**config.mk**
```make
export PLATFORM = sky130hd
export DESIGN_NAME = text_terminal_cursor_writer_core
export DESIGN_NICKNAME = d
export VERILOG_FILES = /design/src/sv/ttcw_pkg.sv /design/src/sv/ttcw_step.sv /design/src/sv/text_terminal_cursor_writer_core.sv
export SDC_FILE = /design/constraint.sdc
export NUM_CORES = 1
export LEC_CHECK = 0
export ABC_AREA = 1
export BUFFER_PORTS_ARGS = -buffer_cell sky130_fd_sc_hd__buf_2
export CAP_MARGIN = 20
export CORE_MARGIN = 2
export CORE_UTILIZATION = 45
export CTS_BUF_LIST = sky130_fd_sc_hd__clkbuf_2 sky130_fd_sc_hd__clkbuf_4 sky130_fd_sc_hd__clkbuf_8
export DETAILED_ROUTE_END_ITERATION = 10
export PLACE_DENSITY_LB_ADDON = 0.08
export SLEW_MARGIN = 30
export SYNTH_ARGS = -nofsm -noshare
export SYNTH_HDL_FRONTEND = slang
export SYNTH_SLANG_ARGS = --single-unit
```
**constraint.sdc**
```tcl
create_clock -name clk -period 12.4 [get_ports clk]
set_input_delay 1.24 -clock clk [delete_from_list [all_inputs] [get_ports clk]]
set_output_delay 1.24 -clock clk [all_outputs]
set_load 0.005 [all_outputs]
```
**src/sv/ttcw_pkg.sv**
```systemverilog
// Shared types and constants for the text terminal cursor writer.
`default_nettype none

package ttcw_pkg;

	localparam logic [7:0] CODE_BACKSPACE = 8'd8;
	localparam logic [7:0] CODE_NEWLINE   = 8'd10;
	localparam logic [7:0] CODE_RETURN    = 8'd13;
	localparam logic [7:0] CODE_SPACE     = 8'd32;

	localparam logic [6:0] COLS_RESET  = 7'd80;
	localparam logic [6:0] ROWS_RESET  = 7'd25;
	localparam logic [7:0] COLOR_RESET = 8'd7;

	typedef enum logic [1:0] {
		CFG_COLUMNS = 2'd0,
		CFG_ROWS    = 2'd1,
		CFG_COLOR   = 2'd2
	} cfg_idx_t;

	typedef struct packed {
		logic [6:0] row;
		logic [6:0] col;
		logic [6:0] top;
	} cursor_t;

	typedef struct packed {
		logic       write_valid;
		logic [6:0] write_row;
		logic [6:0] write_col;
		logic [7:0] write_char;
		logic [7:0] write_color;
		logic       clear_valid;
		logic [6:0] clear_row;
	} cell_req_t;

endpackage

`default_nettype wire

```
**src/sv/ttcw_step.sv**
```systemverilog
// Next cursor state and cell/clear requests for one character.
`default_nettype none

module ttcw_step import ttcw_pkg::*; (
	input  wire logic [7:0] char_code,
	input  wire cursor_t    cur,
	input  wire logic [7:0] rows_eff,
	input  wire logic [7:0] cols_eff,
	input  wire logic [7:0] color,
	output cursor_t         nxt,
	output cell_req_t       req
);

	logic [7:0] phys_sum;
	logic [7:0] phys;
	logic [7:0] col_inc;
	logic [7:0] row_inc;
	logic [7:0] top_inc;
	logic [7:0] last_row;
	logic       next_row;

	always_comb begin
		phys_sum = {1'b0, cur.top} + {1'b0, cur.row};
		phys     = (phys_sum >= rows_eff) ? phys_sum - rows_eff : phys_sum;
		col_inc  = {1'b0, cur.col} + 8'd1;
		row_inc  = {1'b0, cur.row} + 8'd1;
		top_inc  = {1'b0, cur.top} + 8'd1;
		last_row = rows_eff - 8'd1;
	end

	always_comb begin
		nxt      = cur;
		req      = '0;
		next_row = 1'b0;
		if (rows_eff != 8'd0) begin
			case (char_code)
				CODE_NEWLINE: begin
					nxt.col  = 7'd0;
					next_row = 1'b1;
				end
				CODE_RETURN: begin
					nxt.col = 7'd0;
				end
				CODE_BACKSPACE: begin
					if (cur.col != 7'd0) begin
						nxt.col         = cur.col - 7'd1;
						req.write_valid = 1'b1;
						req.write_row   = phys[6:0];
						req.write_col   = cur.col - 7'd1;
						req.write_char  = CODE_SPACE;
						req.write_color = color;
					end
				end
				default: begin
					req.write_valid = 1'b1;
					req.write_row   = phys[6:0];
					req.write_col   = cur.col;
					req.write_char  = char_code;
					req.write_color = color;
					if (col_inc >= cols_eff) begin
						nxt.col  = 7'd0;
						next_row = 1'b1;
					end else begin
						nxt.col = col_inc[6:0];
					end
				end
			endcase
			if (next_row) begin
				if (row_inc >= rows_eff) begin
					// Scroll: the old top physical row becomes the new bottom row.
					req.clear_valid = 1'b1;
					req.clear_row   = cur.top;
					nxt.top         = (top_inc >= rows_eff) ? 7'd0 : top_inc[6:0];
					nxt.row         = last_row[6:0];
				end else begin
					nxt.row = row_inc[6:0];
				end
			end
		end
	end

endmodule

`default_nettype wire

```
**src/sv/text_terminal_cursor_writer_core.sv**
```systemverilog
// Top level of the text terminal cursor writer: input stage, cursor state and result register.
//
// Channel | Direction | Handshake                  | Word
// in      | in        | in_valid / in_stall        | char_code
// out     | out       | out_valid / out_stall      | write_*, clear_*, cursor_*_out, top_offset
// cfg     | in        | cfg_valid / cfg_ready      | cfg_index, cfg_data
//
// One character per cycle while the output is not stalled; a word leaves the input stage
// as soon as the result register is free. The cursor update is a single adder-and-compare pass
// between the input stage and the result register. Reset selects 80 columns, 25 rows and
// color 7 with the cursor at the origin. A stalled result holds the input stage, which then
// stalls the input. Configuration writes are taken only while both stages are empty.
`default_nettype none

module text_terminal_cursor_writer_core import ttcw_pkg::*; #(
	parameter int MAX_COLS = 100,
	parameter int MAX_ROWS = 75
) (
	input  wire logic       clk,
	input  wire logic       arst_n,
	input  wire logic       in_valid,
	output logic            in_stall,
	input  wire logic [7:0] char_code,
	output logic            out_valid,
	input  wire logic       out_stall,
	output logic            write_valid,
	output logic [6:0]      write_row,
	output logic [6:0]      write_col,
	output logic [7:0]      write_char,
	output logic [7:0]      write_color,
	output logic            clear_valid,
	output logic [6:0]      clear_row,
	output logic [6:0]      cursor_row_out,
	output logic [6:0]      cursor_col_out,
	output logic [6:0]      top_offset,
	input  wire logic       cfg_valid,
	output logic            cfg_ready,
	input  wire logic [1:0] cfg_index,
	input  wire logic [7:0] cfg_data
);

	localparam logic [7:0] MaxColsW = 8'(MAX_COLS);
	localparam logic [7:0] MaxRowsW = 8'(MAX_ROWS);

	logic       valid_s1;
	logic [7:0] char_s1;
	logic       out_valid_q;
	cell_req_t  req_q;
	cursor_t    cur_out_q;
	cursor_t    cur_q;
	logic [6:0] cols_q;
	logic [6:0] rows_q;
	logic [7:0] color_q;

	logic       advance;
	logic       in_accept;
	logic       cfg_write;
	logic [7:0] cols_eff;
	logic [7:0] rows_eff;
	logic [6:0] cols_new;
	logic [6:0] rows_new;
	logic [7:0] cols_new_eff;
	logic [7:0] rows_new_eff;
	logic [7:0] cols_new_last;
	logic [7:0] rows_new_last;
	cursor_t    cur_clamped;
	cursor_t    cur_next;
	cell_req_t  req_next;

	function automatic logic [7:0] cols_limit(input logic [6:0] raw, input logic [7:0] lim);
		logic [7:0] w;
		w = {1'b0, raw};
		if (w == 8'd0) w = 8'd1;
		if (w > lim) w = lim;
		return w;
	endfunction

	function automatic logic [7:0] rows_limit(input logic [6:0] raw, input logic [7:0] lim);
		logic [7:0] h;
		h = {1'b0, raw};
		if (h > lim) h = lim;
		return h;
	endfunction

	assign advance   = valid_s1 && (!out_valid_q || !out_stall);
	assign in_stall  = valid_s1 && !advance;
	assign in_accept = in_valid && !in_stall;
	assign cfg_ready = !valid_s1 && !out_valid_q;
	assign cfg_write = cfg_valid && cfg_ready;

	assign cols_eff = cols_limit(cols_q, MaxColsW);
	assign rows_eff = rows_limit(rows_q, MaxRowsW);

	// Register values as they stand after this cycle's configuration write.
	always_comb begin
		cols_new = cols_q;
		rows_new = rows_q;
		if (cfg_write) begin
			case (cfg_index)
				CFG_COLUMNS: cols_new = cfg_data[6:0];
				CFG_ROWS:    rows_new = cfg_data[6:0];
				default:     ;
			endcase
		end
		cols_new_eff  = cols_limit(cols_new, MaxColsW);
		rows_new_eff  = rows_limit(rows_new, MaxRowsW);
		cols_new_last = cols_new_eff - 8'd1;
		rows_new_last = rows_new_eff - 8'd1;
	end

	always_comb begin
		cur_clamped = cur_q;
		if (rows_new_eff == 8'd0) begin
			cur_clamped = '0;
		end else begin
			if ({1'b0, cur_q.row} >= rows_new_eff) cur_clamped.row = rows_new_last[6:0];
			if ({1'b0, cur_q.col} >= cols_new_eff) cur_clamped.col = cols_new_last[6:0];
			if ({1'b0, cur_q.top} >= rows_new_eff) cur_clamped.top = 7'd0;
		end
	end

	ttcw_step u_step (
		.char_code (char_s1),
		.cur       (cur_q),
		.rows_eff  (rows_eff),
		.cols_eff  (cols_eff),
		.color     (color_q),
		.nxt       (cur_next),
		.req       (req_next)
	);

	always_ff @(posedge clk or negedge arst_n) begin
		if (!arst_n) begin
			valid_s1    <= 1'b0;
			out_valid_q <= 1'b0;
			cur_q       <= '0;
			cols_q      <= COLS_RESET;
			rows_q      <= ROWS_RESET;
			color_q     <= COLOR_RESET;
		end else begin
			if (in_accept) begin
				valid_s1 <= 1'b1;
			end else if (advance) begin
				valid_s1 <= 1'b0;
			end
			if (advance) begin
				out_valid_q <= 1'b1;
			end else if (!out_stall) begin
				out_valid_q <= 1'b0;
			end
			if (cfg_write) begin
				cols_q <= cols_new;
				rows_q <= rows_new;
				if (cfg_index == CFG_COLOR) color_q <= cfg_data;
				if (cfg_index == CFG_COLUMNS || cfg_index == CFG_ROWS ||
				    cfg_index == CFG_COLOR) begin
					cur_q <= cur_clamped;
				end
			end else if (advance) begin
				cur_q <= cur_next;
			end
		end
	end

	always_ff @(posedge clk) begin
		if (in_accept) begin
			char_s1 <= char_code;
		end
		if (advance) begin
			req_q     <= req_next;
			cur_out_q <= cur_next;
		end
	end

	assign out_valid      = out_valid_q;
	assign write_valid    = req_q.write_valid;
	assign write_row      = req_q.write_row;
	assign write_col      = req_q.write_col;
	assign write_char     = req_q.write_char;
	assign write_color    = req_q.write_color;
	assign clear_valid    = req_q.clear_valid;
	assign clear_row      = req_q.clear_row;
	assign cursor_row_out = cur_out_q.row;
	assign cursor_col_out = cur_out_q.col;
	assign top_offset     = cur_out_q.top;

	a_row_in_range: assert property (@(posedge clk) disable iff (!arst_n)
		(rows_eff != 8'd0) |-> ({1'b0, cur_q.row} < rows_eff))
		else $error("cursor row outside usable rows");

	a_col_in_range: assert property (@(posedge clk) disable iff (!arst_n)
		out_valid_q |-> ({1'b0, cursor_col_out} < cols_eff))
		else $error("reported cursor column outside grid");

	a_clear_on_last_row: assert property (@(posedge clk) disable iff (!arst_n)
		(out_valid_q && clear_valid) |-> ({1'b0, cursor_row_out} == rows_eff - 8'd1))
		else $error("scroll did not leave cursor on last row");

	a_no_rows_no_write: assert property (@(posedge clk) disable iff (!arst_n)
		(advance && rows_eff == 8'd0) |=> (!write_valid && !clear_valid))
		else $error("request issued with no usable rows");

endmodule

`default_nettype wire
```
==> metrics, run 1 <==
largest net degree at the start of global routing 67; Tmin final 3790 ps; Crit path required time 12760 ps; R2R cell count 15; First-pass DRT Iterations 7; Max Freq 0.264 GHz; most frequent CP cell nand2_1; sequential element share of the synthesized area 0.416; measured slew at the worst slew-check pin 944 ps; GR Util met3 0.0480; DIE HEIGHT 134 um; grt met1 use 0.323; top_reg_cell synth edfxtp_1; GRT busiest layer met1; Finished Cell Area 0.00870 mm^2; dpl cells 1226; max incr delay on CP 400 ps; WHS Endpoint color_q[0]$_DFFE_PN1P_; met2 usage 0.316; placed inst area 0.00830 mm^2; final hold violations 0; flops & latches, synth 113; area of the mapped netlist 0.00764 mm^2; CTS sink count 113; CP endpoint kind register; Tot Pwr 2.37 mW; power per cell area 272 mW/mm^2; Synth async-reset ratio 0.398; Setup TNS 0 ps; Leak 4.39 nW; n_diodes 0; vias 6225; status completed; number of global-route vias before repair 5858; first-pass GRT wire length 30.5 mm; Layout Skew 11.9 ps; Max Slew Vio Count 0; DRT antenna net count 0; Routed WL 18.4 mm; Std-Cell Rows 47; Die Area 0.0180 mm^2; Finished Layout Cells 1258; Peak VDD IR 103 uV; worst skew pair latency 440 ps; RePlAce Congestion 0.919; Starting Density 0.461; H-tree depth 4; Syn-to-layout area delta 13.9%; WHS 495 ps; Reg-to-Reg Start cur_q[0]$_DFFE_PN0P_; DRT iter0 DRCs 389; post-synth net total 1022; Final nets 1115; CTS max path bufs 2; CP max FO 20; dpl hpwl 14.1 mm; I/O pins 86; distinct cell type count after synthesis 51; Via density 4.95; DP Worst Slack 8170 ps; DRC Markers 0; worst path arrival time 4160 ps; worst hold start color_q[0]$_DFFE_PN1P_; Post-CTS Setup Bufs 0; Worst path slowest cell nand2_2; YS warnings 0; Synth Area per Inst 8.20 um^2; CTS root buffer clkbuf_8; CTS resizes 0; core area 0.0166 mm^2; Post-synth EDFFs 68; Final setup viols 0; CTS tree done; cts bufs inserted 17; fin util 0.525; R2R Path End write_row[0]$_SDFFCE_PP0P_; layout cell share with drive strength beyond 1 0.172; final worst slack 8610 ps; die width 134 um; fillers 1621; RSZ-0062 raised after global routing false; crit path launch type input pin; setup slack, reg-to-reg 8870 ps; Setup Crit Path Kind input pin to register; gr ovfl total 0; # Max-Cap Violations 0; CTS Hold Bufs 0; hold depth 2; CP cell instances buf_2, nand2_2, clkinv_4, nand3_4, nand2_1, o21ai_2, inv_2, nand2_4, inv_2, nor2_1, ha_1, a21oi_1, nor2_1, a211oi_1, o21ai_0, nor2_1, nand2_1, nand2_1, nand2_1, o21ai_1; initial antenna violation count 0; Slew HR 0.371; Reg clk slew, reported paths 70 ps; Syn Inst Count 932; type of the worst min-delay path register to register; Overall Global Routing Usage 0.218; final worst-path cycle share 0.306; Avg WL per Cell 14.6 um; I/O Buffers 85
-- layout by cell type (no fill, tap or decap), drive strengths merged --
cell	synthesis	layout
o211a	1	1
clkinv	3	10
o21ai	48	48
nor3b	1	1
mux2	5	5
a21oi	35	35
a31oi	1	1
inv	132	133
o211ai	8	8
dfstp	8	8
nand4	15	15
or2	9	9
nand2	268	268
nand3b	2	2
xnor2	8	8
a21boi	8	8
fa	2	2
a21o	3	3
xor2	21	21
ha	65	65
nand3	58	58
edfxtp	68	68
clkinvlp	0	1
o41ai	1	1
nor2	83	83
clkbuf	4	20
a211oi	4	4
dfrtp	37	37
o21bai	3	3
nor3	8	8
o22ai	3	3
and2	6	6
bufinv	0	3
buf	10	88
o21a	4	4
-- worst max-delay path, delay by kind of cell --
| kind | cells | cell delay [ps] |
|---|---|---|
| buf+inv | 4 | 490 |
| simple gates | 10 | 1520 |
| fa+ha+maj | 1 | 290 |
| compound gates | 5 | 630 |
-- cells by family (layout without fill, tap and decap cells) --
family,after synthesis,after routing,synth area share
simple gates,450,450,0.264
buf+inv,149,255,0.0776
compound gates,119,119,0.0906
flops,113,113,0.416
fa+ha+maj,67,67,0.112
xor+xnor,29,29,0.0332
mux,5,5,0.00737
-- routing by layer --
| metal | wire (um) | vias up | part of all wire |
|---|---|---|---|
| met4 | 220 | 0 | 0.012 |
| met5 | 0 | - | 0 |
| met1 | 9200 | 2775 | 0.50 |
| met2 | 7800 | 185 | 0.42 |
| li1 | - | 3250 | - |
| met3 | 1160 | 15 | 0.063 |
-- Yosys cell counts, types with 8 or more instances --
| cell type | instances | area (um^2) |
|---|---|---|
| a21oi_1 | 35 | 175 |
| dfrtp_1 | 37 | 926 |
| dfstp_2 | 8 | 210 |
| edfxtp_1 | 68 | 2040 |
| ha_1 | 65 | 813 |
| inv_1 | 126 | 473 |
| nand2_1 | 253 | 950 |
| nand2_2 | 11 | 68.8 |
| nand3_1 | 56 | 280 |
| nand4_1 | 13 | 81.3 |
| nor2_1 | 73 | 274 |
| nor3_1 | 8 | 40.0 |
| o211ai_1 | 8 | 60.1 |
| o21ai_0 | 41 | 205 |
| xnor2_1 | 8 | 70.1 |
| xor2_1 | 21 | 184 |
-- how the worst max path moves through the flow --
stage                     startpoint               endpoint  slack [ps]  cells past startpoint
after floorplan            out_stall   cur_q[5]$_DFFE_PN0P_        7360                      8
after global placement     cfg_valid  cur_q[19]$_DFFE_PN0P_        8250                     21
after detailed placement   cfg_valid  cur_q[19]$_DFFE_PN0P_        8170                     21
after CTS                  cfg_valid   cur_q[0]$_DFFE_PN0P_        8620                     20
after global routing       cfg_valid   cur_q[0]$_DFFE_PN0P_        8290                     20
final                      cfg_valid   cur_q[0]$_DFFE_PN0P_        8610                     20
-- report_power, final --
part / total (mW) / internal [mW] / switching [mW]
clock: 0.359 / 0.206 / 0.153
combinational: 1.34 / 0.508 / 0.834
sequential: 0.668 / 0.563 / 0.105
-- sequential cells by signal, summed over array words and instances, names as in the netlist, 7 cells and up --
name            cells
cursor_row_out      7
top_offset          7
write_char          8
char_s1             8
clear_row           7
color_q             8
cols_q              7
write_color         8
cursor_col_out      7
rows_q              7
write_row           7
write_col           7
cur_q              21
-- area by class of cell --
type                       instances  area, um^2  share of cell area
clock buffer                      20         263              0.0302
clock inverter                    12         141              0.0162
inverter                         135         514              0.0591
multi-input combinational        670        3880               0.446
sequential                       113        3180               0.365
tap                              220         275              0.0316
timing repair buffer              88         448              0.0515
No activity file was read; power rests on OpenSTA's default activity.
==> run 2, diff against run 1 <==
==> constraint.sdc (replaced) <==
create_clock -name clk -period 3.65 [get_ports clk]
set_input_delay 0.365 -clock clk [delete_from_list [all_inputs] [get_ports clk]]
set_output_delay 0.365 -clock clk [all_outputs]
set_load 0.005 [all_outputs]
==> metrics, run 2 (synthesized netlist as in run 1, its figures left out) <==
number of global-route vias before repair 5864 (+0.10%); WHS 79.4 ps (-415 ps); Overall Global Routing Usage 0.215 (-0.00246); vias 6320 (+1.5%); WP buf/inv 1 (-3); Int Power 4.45 mW (+250%); I/O pins 86 (unchanged); DIE HEIGHT 134 um (unchanged); type of the worst min-delay path input pin to register; dpl hpwl 14.4 mm (+2.2%); Max Slew Vio Count 0 (unchanged); Leak 4.43 nW (+1.1%); H-tree depth 4 (unchanged); Combinational Power Share 0.571 (+0.004); CTS max path bufs 2 (unchanged); DP Worst Slack 272 ps (-7900 ps); Final nets 1125 (+0.90%); Reg clk slew, reported paths 70 ps (about the same); Avg WL per Cell 14.7 um (+0.51%); Flop pwr share 0.271 (-0.011); cts bufs inserted 17 (unchanged); DRC Markers 0 (unchanged); final worst slack 351 ps (-8260 ps); max reg flops 21 (unchanged); switching pwr 3.84 mW (+250%); Starting Density 0.461 (unchanged); # Max-Cap Violations 0 (unchanged); Layout Skew 11.6 ps (-0.314 ps); Worst path slowest cell dfrtp_1; Std-Cell Rows 47 (unchanged); CTS tree done; RePlAce Congestion 0.873 (-5.0%); core area 0.0166 mm^2 (unchanged); worst skew pair latency 460 ps (+20 ps); Setup TNS 0 ps (unchanged); gr ovfl total 0 (unchanged); largest reg by FF count cur_q; Peak VDD IR 403 uV (+290%); Die Area 0.0180 mm^2 (unchanged); Finished Cell Area 0.00882 mm^2 (+1.4%); final hold violations 0 (unchanged); Crit path required time 3860 ps (-8900 ps); First-pass DRT Iterations 5 (-2); crit path launch type register; Routed WL 18.6 mm (+1.3%); Via density 4.98 (+0.73%); Final setup viols 0 (unchanged); n_diodes 0 (unchanged); most common library cell in the layout ignoring fill and taps nand2_1; worst path arrival time 3510 ps (-650 ps); die width 134 um (unchanged); largest net degree at the start of global routing 40 (-40%); layout cell share with drive strength beyond 1 0.182 (+0.00980); max incr delay on CP 480 ps (+80 ps); CTS root buffer clkbuf_8; placed inst area 0.00836 mm^2 (+0.77%); Slew HR 0.586 (+0.215); CTS sink count 113 (unchanged); CP endpoint kind register; status completed; CP max FO 11 (-45%); CP cell instances ha_1, fa_1, a21oi_1, o21ai_0, a21oi_1, o21ai_0, xor2_1, ha_1, nand4_1, o211a_1, nand2_1, a21oi_2, inv_2, o21ai_0, a21oi_1; DRT iter0 DRCs 396 (+1.8%); dpl cells 1235 (+0.73%); first-pass GRT wire length 30.0 mm (-1.6%); Tot Pwr 8.30 mW (+250%); Setup Crit Path Kind register to register; Finished Layout Cells 1268 (+0.79%); sw frac 0.463 (+0.00259); Tmin final 3300 ps; Clk pwr share 0.158 (+0.007); RSZ-0062 raised after global routing false; I/O Buffers 85 (unchanged); most frequent cells in the layout nand2_1 (252), inv_1 (125), buf_2 (85), nor2_1 (72), edfxtp_1 (68); initial antenna violation count 0 (unchanged); power per cell area 940 mW/mm^2 (+250%); final worst-path cycle share 0.904; measured slew at the worst slew-check pin 622 ps (-322 ps); DRT antenna net count 0 (unchanged); fin util 0.532 (+0.00732); top cell family by delay on the critical path compound AO/OA/AOI/OAI gates; Max Freq 0.303 GHz; Syn-to-layout area delta 15.5%
[run 2: changes by cell type in the layout (fill, tap and decap cells not counted), moves of 2 or more]
| cell | before | now |
|---|---|---|
| clkinv_4 | 2 | 5 |
| clkinvlp_4 | 1 | 3 |
| buf_4 | 3 | 12 |
| clkinv_2 | 7 | 3 |
[run 2: worst reg2reg max path, stage by stage, from the launching register on]
cell,delay [ps]
dfrtp_1,480
ha_1,260
fa_1,400
a21oi_1,150
o21ai_0,140
a21oi_1,160
o21ai_0,100
xor2_1,160
ha_1,360
nand4_1,110
o211a_1,140
nand2_1,90
a21oi_2,160
inv_2,110
o21ai_0,180
a21oi_1,60
[run 2: path summary, 6_finish.rpt]
check | start | cells after the start | slack [ps] | endpoint
setup / recovery | cur_q[14]$_DFFE_PN0P_ | 15 | 350 | write_row[4]$_SDFFCE_PP0P_
hold / removal | char_code[7] | 1 | 80 | char_s1[7]$_DFFE_PP_
setup reg to reg | cur_q[14]$_DFFE_PN0P_ | 15 | 350 | write_row[4]$_SDFFCE_PP0P_
hold reg to reg | color_q[4]$_DFFE_PN0P_ | 2 | 500 | color_q[4]$_DFFE_PN0P_
max in group asynchronous | arst_n | 3 | 2380 | cols_q[6]$_DFFE_PN1N_
min in group asynchronous | arst_n | 2 | 450 | cur_q[6]$_DFFE_PN0P_
[run 2: per-layer routing]
layer / part of all wire / GRT usage / up-vias
met3: 0.053 / 0.0416 / 29
met5: 0 / 0 / -
met2: 0.41 / 0.306 / 174
met4: 0.022 / 0.0830 / 0
met1: 0.52 / 0.323 / 2846
li1: - / - / 3271
[run 2: what timing repair did]
action / 4_1_cts / 5_1_grt
endpoints found under the setup margin: 0 / 20
buffers inserted: 0 / 0
hold buffers: 1 / 0
endpoints found under the hold margin: 20 / 0
gates resized for setup: 0 / 6
[run 2: power by group through the flow]
stage	Clock, mW	Sequential (mW)	Combinational, mW
5_1_grt	1.39	2.29	5.43
4_1_cts	1.34	2.24	4.69
6_report	1.31	2.25	4.74
3_5_place_dp	0	2.26	4.66
3_3_place_gp	0	2.27	4.65
2_1_floorplan	0	2.18	3.44
[run 2: final cells by class]
type / instances / area [um^2]
Clock buffer: 18 / 241
Clock inverter: 14 / 190
Fill cell: 1614 / 7760
Inverter: 135 / 514
Multi-Input combinational cell: 670 / 3900
Sequential cell: 113 / 3180
Tap cell: 220 / 275
Timing Repair Buffer: 98 / 526
==> run 3, diff against run 2 <==
--- a/config.mk
+++ b/config.mk
@@ -12,8 +12,10 @@
 export CORE_UTILIZATION = 45
 export CTS_BUF_LIST = sky130_fd_sc_hd__clkbuf_2 sky130_fd_sc_hd__clkbuf_4 sky130_fd_sc_hd__clkbuf_8
 export DETAILED_ROUTE_END_ITERATION = 10
+export MAX_ROUTING_LAYER = met4
 export PLACE_DENSITY_LB_ADDON = 0.08
 export SLEW_MARGIN = 30
 export SYNTH_ARGS = -nofsm -noshare
 export SYNTH_HDL_FRONTEND = slang
 export SYNTH_SLANG_ARGS = --single-unit
+export TNS_END_PERCENT = 1
==> metrics, run 3 (synthesized netlist as in run 1, its figures left out) <==
status completed; layout cell share with drive strength beyond 1 0.183 (+0.00113); max reg flops 21 (unchanged); Via density 5.04 (+1.0%); initial antenna violation count 0 (unchanged); gr ovfl total 0 (unchanged); RePlAce Congestion 0.910 (+4.2%); CTS max path bufs 2 (unchanged); First-pass DRT Iterations 5 (unchanged); CTS sink count 113 (unchanged); most frequent cells in the layout nand2_1 (251), inv_1 (125), buf_2 (85), nor2_1 (71), edfxtp_1 (68); Leak 4.43 nW (about the same); Reg-to-Reg Start cur_q[0]$_DFFE_PN0P_; Layout Skew 12.3 ps (+0.743 ps); CTS tree done; Final setup viols 0 (unchanged); number of global-route vias before repair 5942 (+1.3%); I/O pins 86 (unchanged); worst skew pair latency 460 ps (about the same); Setup TNS 0 ps (unchanged); Worst path slowest cell dfrtp_2; DRT antenna net count 0 (unchanged); Setup Crit Path Kind register to register; final hold violations 0 (unchanged); power per cell area 942 mW/mm^2 (+0.14%); Slew HR 0.427 (-0.158); CP max FO 11 (unchanged); Max Slew Vio Count 0 (unchanged); Routed WL 18.9 mm (+1.7%); fin util 0.531 (-0.000679); crit path launch type register; # Max-Cap Violations 0 (unchanged); most common library cell in the layout ignoring fill and taps nand2_1; Std-Cell Rows 47 (unchanged); CP cell instances ha_1, fa_1, a21oi_1, o21ai_0, a21oi_1, o21ai_0, xor2_1, ha_1, nand4_1, o211a_1, nand2_1, a21oi_2, inv_2, o21ai_0, a21oi_1; worst hold start char_code[7]; Tmin final 3340 ps (+38.4 ps); CP endpoint kind register; core area 0.0166 mm^2 (unchanged); Max Freq 0.300 GHz (-1.2%); dpl hpwl 14.6 mm (+1.3%); DRT iter0 DRCs 391 (-1.3%); measured slew at the worst slew-check pin 859 ps (+237 ps); DIE HEIGHT 134 um (unchanged); first-pass GRT wire length 31.0 mm (+3.3%); largest net degree at the start of global routing 67 (+68%); CTS root buffer clkbuf_8; Final nets 1124 (-0.089%); n_diodes 0 (unchanged); I/O Buffers 85 (unchanged); type of the worst min-delay path input pin to register; Crit path required time 3850 ps (about the same); Starting Density 0.461 (unchanged); final worst-path cycle share 0.914 (+0.0105); Peak VDD IR 405 uV (+0.58%); vias 6380 (+0.95%); Avg WL per Cell 15.0 um (+1.8%); largest reg by FF count cur_q; Reg clk slew, reported paths 80 ps (about the same); CP startpoint cur_q[0]$_DFFE_PN0P_; WP buf/inv 1 (unchanged); WHS 84.4 ps (+5.03 ps); Overall Global Routing Usage 0.228 (+0.0129); DRC Markers 0 (unchanged); die width 134 um (unchanged); cts bufs inserted 17 (unchanged); H-tree depth 4 (unchanged); RSZ-0062 raised after global routing false; worst path arrival time 3530 ps (+20 ps); max incr delay on CP 480 ps (about the same); Die Area 0.0180 mm^2 (unchanged); Syn-to-layout area delta 15.3%; top cell family by delay on the critical path compound AO/OA/AOI/OAI gates
-- run 3: changes by cell type in the layout (fill, tap and decap cells not counted) --
| cell | previous run | this run |
|---|---|---|
| clkinv_2 | 3 | 5 |
| buf_4 | 12 | 11 |
| clkinv_1 | 2 | 1 |
| clkinv_4 | 5 | 4 |
| clkinvlp_4 | 3 | 2 |
| inv_6 | 0 | 1 |
| nand2_1 | 252 | 251 |
| nand2_2 | 11 | 12 |
| nor2_1 | 72 | 71 |
| nor2_2 | 3 | 4 |
| o21ai_0 | 41 | 40 |
| o21ai_1 | 5 | 6 |
| o41ai_1 | 0 | 1 |
| o41ai_2 | 1 | 0 |
-- run 3: worst reg2reg max path, cell delays in order (launching register included) --
cell and delay (ps):
dfrtp_2 480, ha_1 260, fa_1 410, a21oi_1 160
o21ai_0 140, a21oi_1 150, o21ai_0 100, xor2_1 170
ha_1 370, nand4_1 110, o211a_1 140, nand2_1 90
a21oi_2 160, inv_2 110, o21ai_0 160, a21oi_1 60
-- run 3: layout make-up --
type,instances,area (um^2)
timing repair buffer,97,518
sequential,113,3180
clock buffer,18,241
multi-input combinational,670,3890
clock inverter,14,189
tap,220,275
inverter,135,514
fill,1598,7770
-- run 3: power by group --
group	internal [mW]	total, mW	leakage [nW]	switching, mW
clock network	0.749	1.32	0.214	0.567
registers	1.91	2.24	1.22	0.329
logic	1.79	4.74	3.00	2.95
-- run 3: layer usage --
| layer | track usage | share of wire | vias to the layer above |
|---|---|---|---|
| li1 | - | - | 3263 |
| met1 | 0.329 | 0.51 | 2927 |
| met2 | 0.332 | 0.43 | 171 |
| met3 | 0.0359 | 0.051 | 19 |
| met4 | 0.0661 | 0.012 | 0 |
| met5 | - | 0 | - |
-- run 3: per-stage QoR --
stage / instance area, um^2 / cells / power (mW) / setup slack [ps]
finish: 8810 / 1267 / 8.30 / 312
global route: 8810 / 1267 / 9.14 / 0.0480
CTS: 8790 / 1267 / 8.27 / 207
detailed placement: 8350 / 1234 / 6.93 / 241
global placement: 8350 / 1234 / 6.95 / 343
floorplan: 7640 / 932 / 5.62 / 505
-- run 3: what timing repair did --
item / CTS / global route
endpoints found under the setup margin: 0 / 17
hold endpoints to repair: 24 / 0
hold buffers: 1 / 0
setup buffers: 0 / 0
gates resized for setup: 0 / 8
-- run 3: final timing paths --
path	slack (ps)	cells after the start	endpoint
min in group asynchronous	510	2	rows_q[2]$_DFFE_PN0N_
max in group asynchronous	2350	3	color_q[2]$_DFFE_PN1P_
setup / recovery	310	15	write_row[5]$_SDFFCE_PP0P_
hold reg to reg	500	2	color_q[1]$_DFFE_PN1P_
hold / removal	80	1	char_s1[7]$_DFFE_PP_
setup reg to reg	310	15	write_row[5]$_SDFFCE_PP0P_
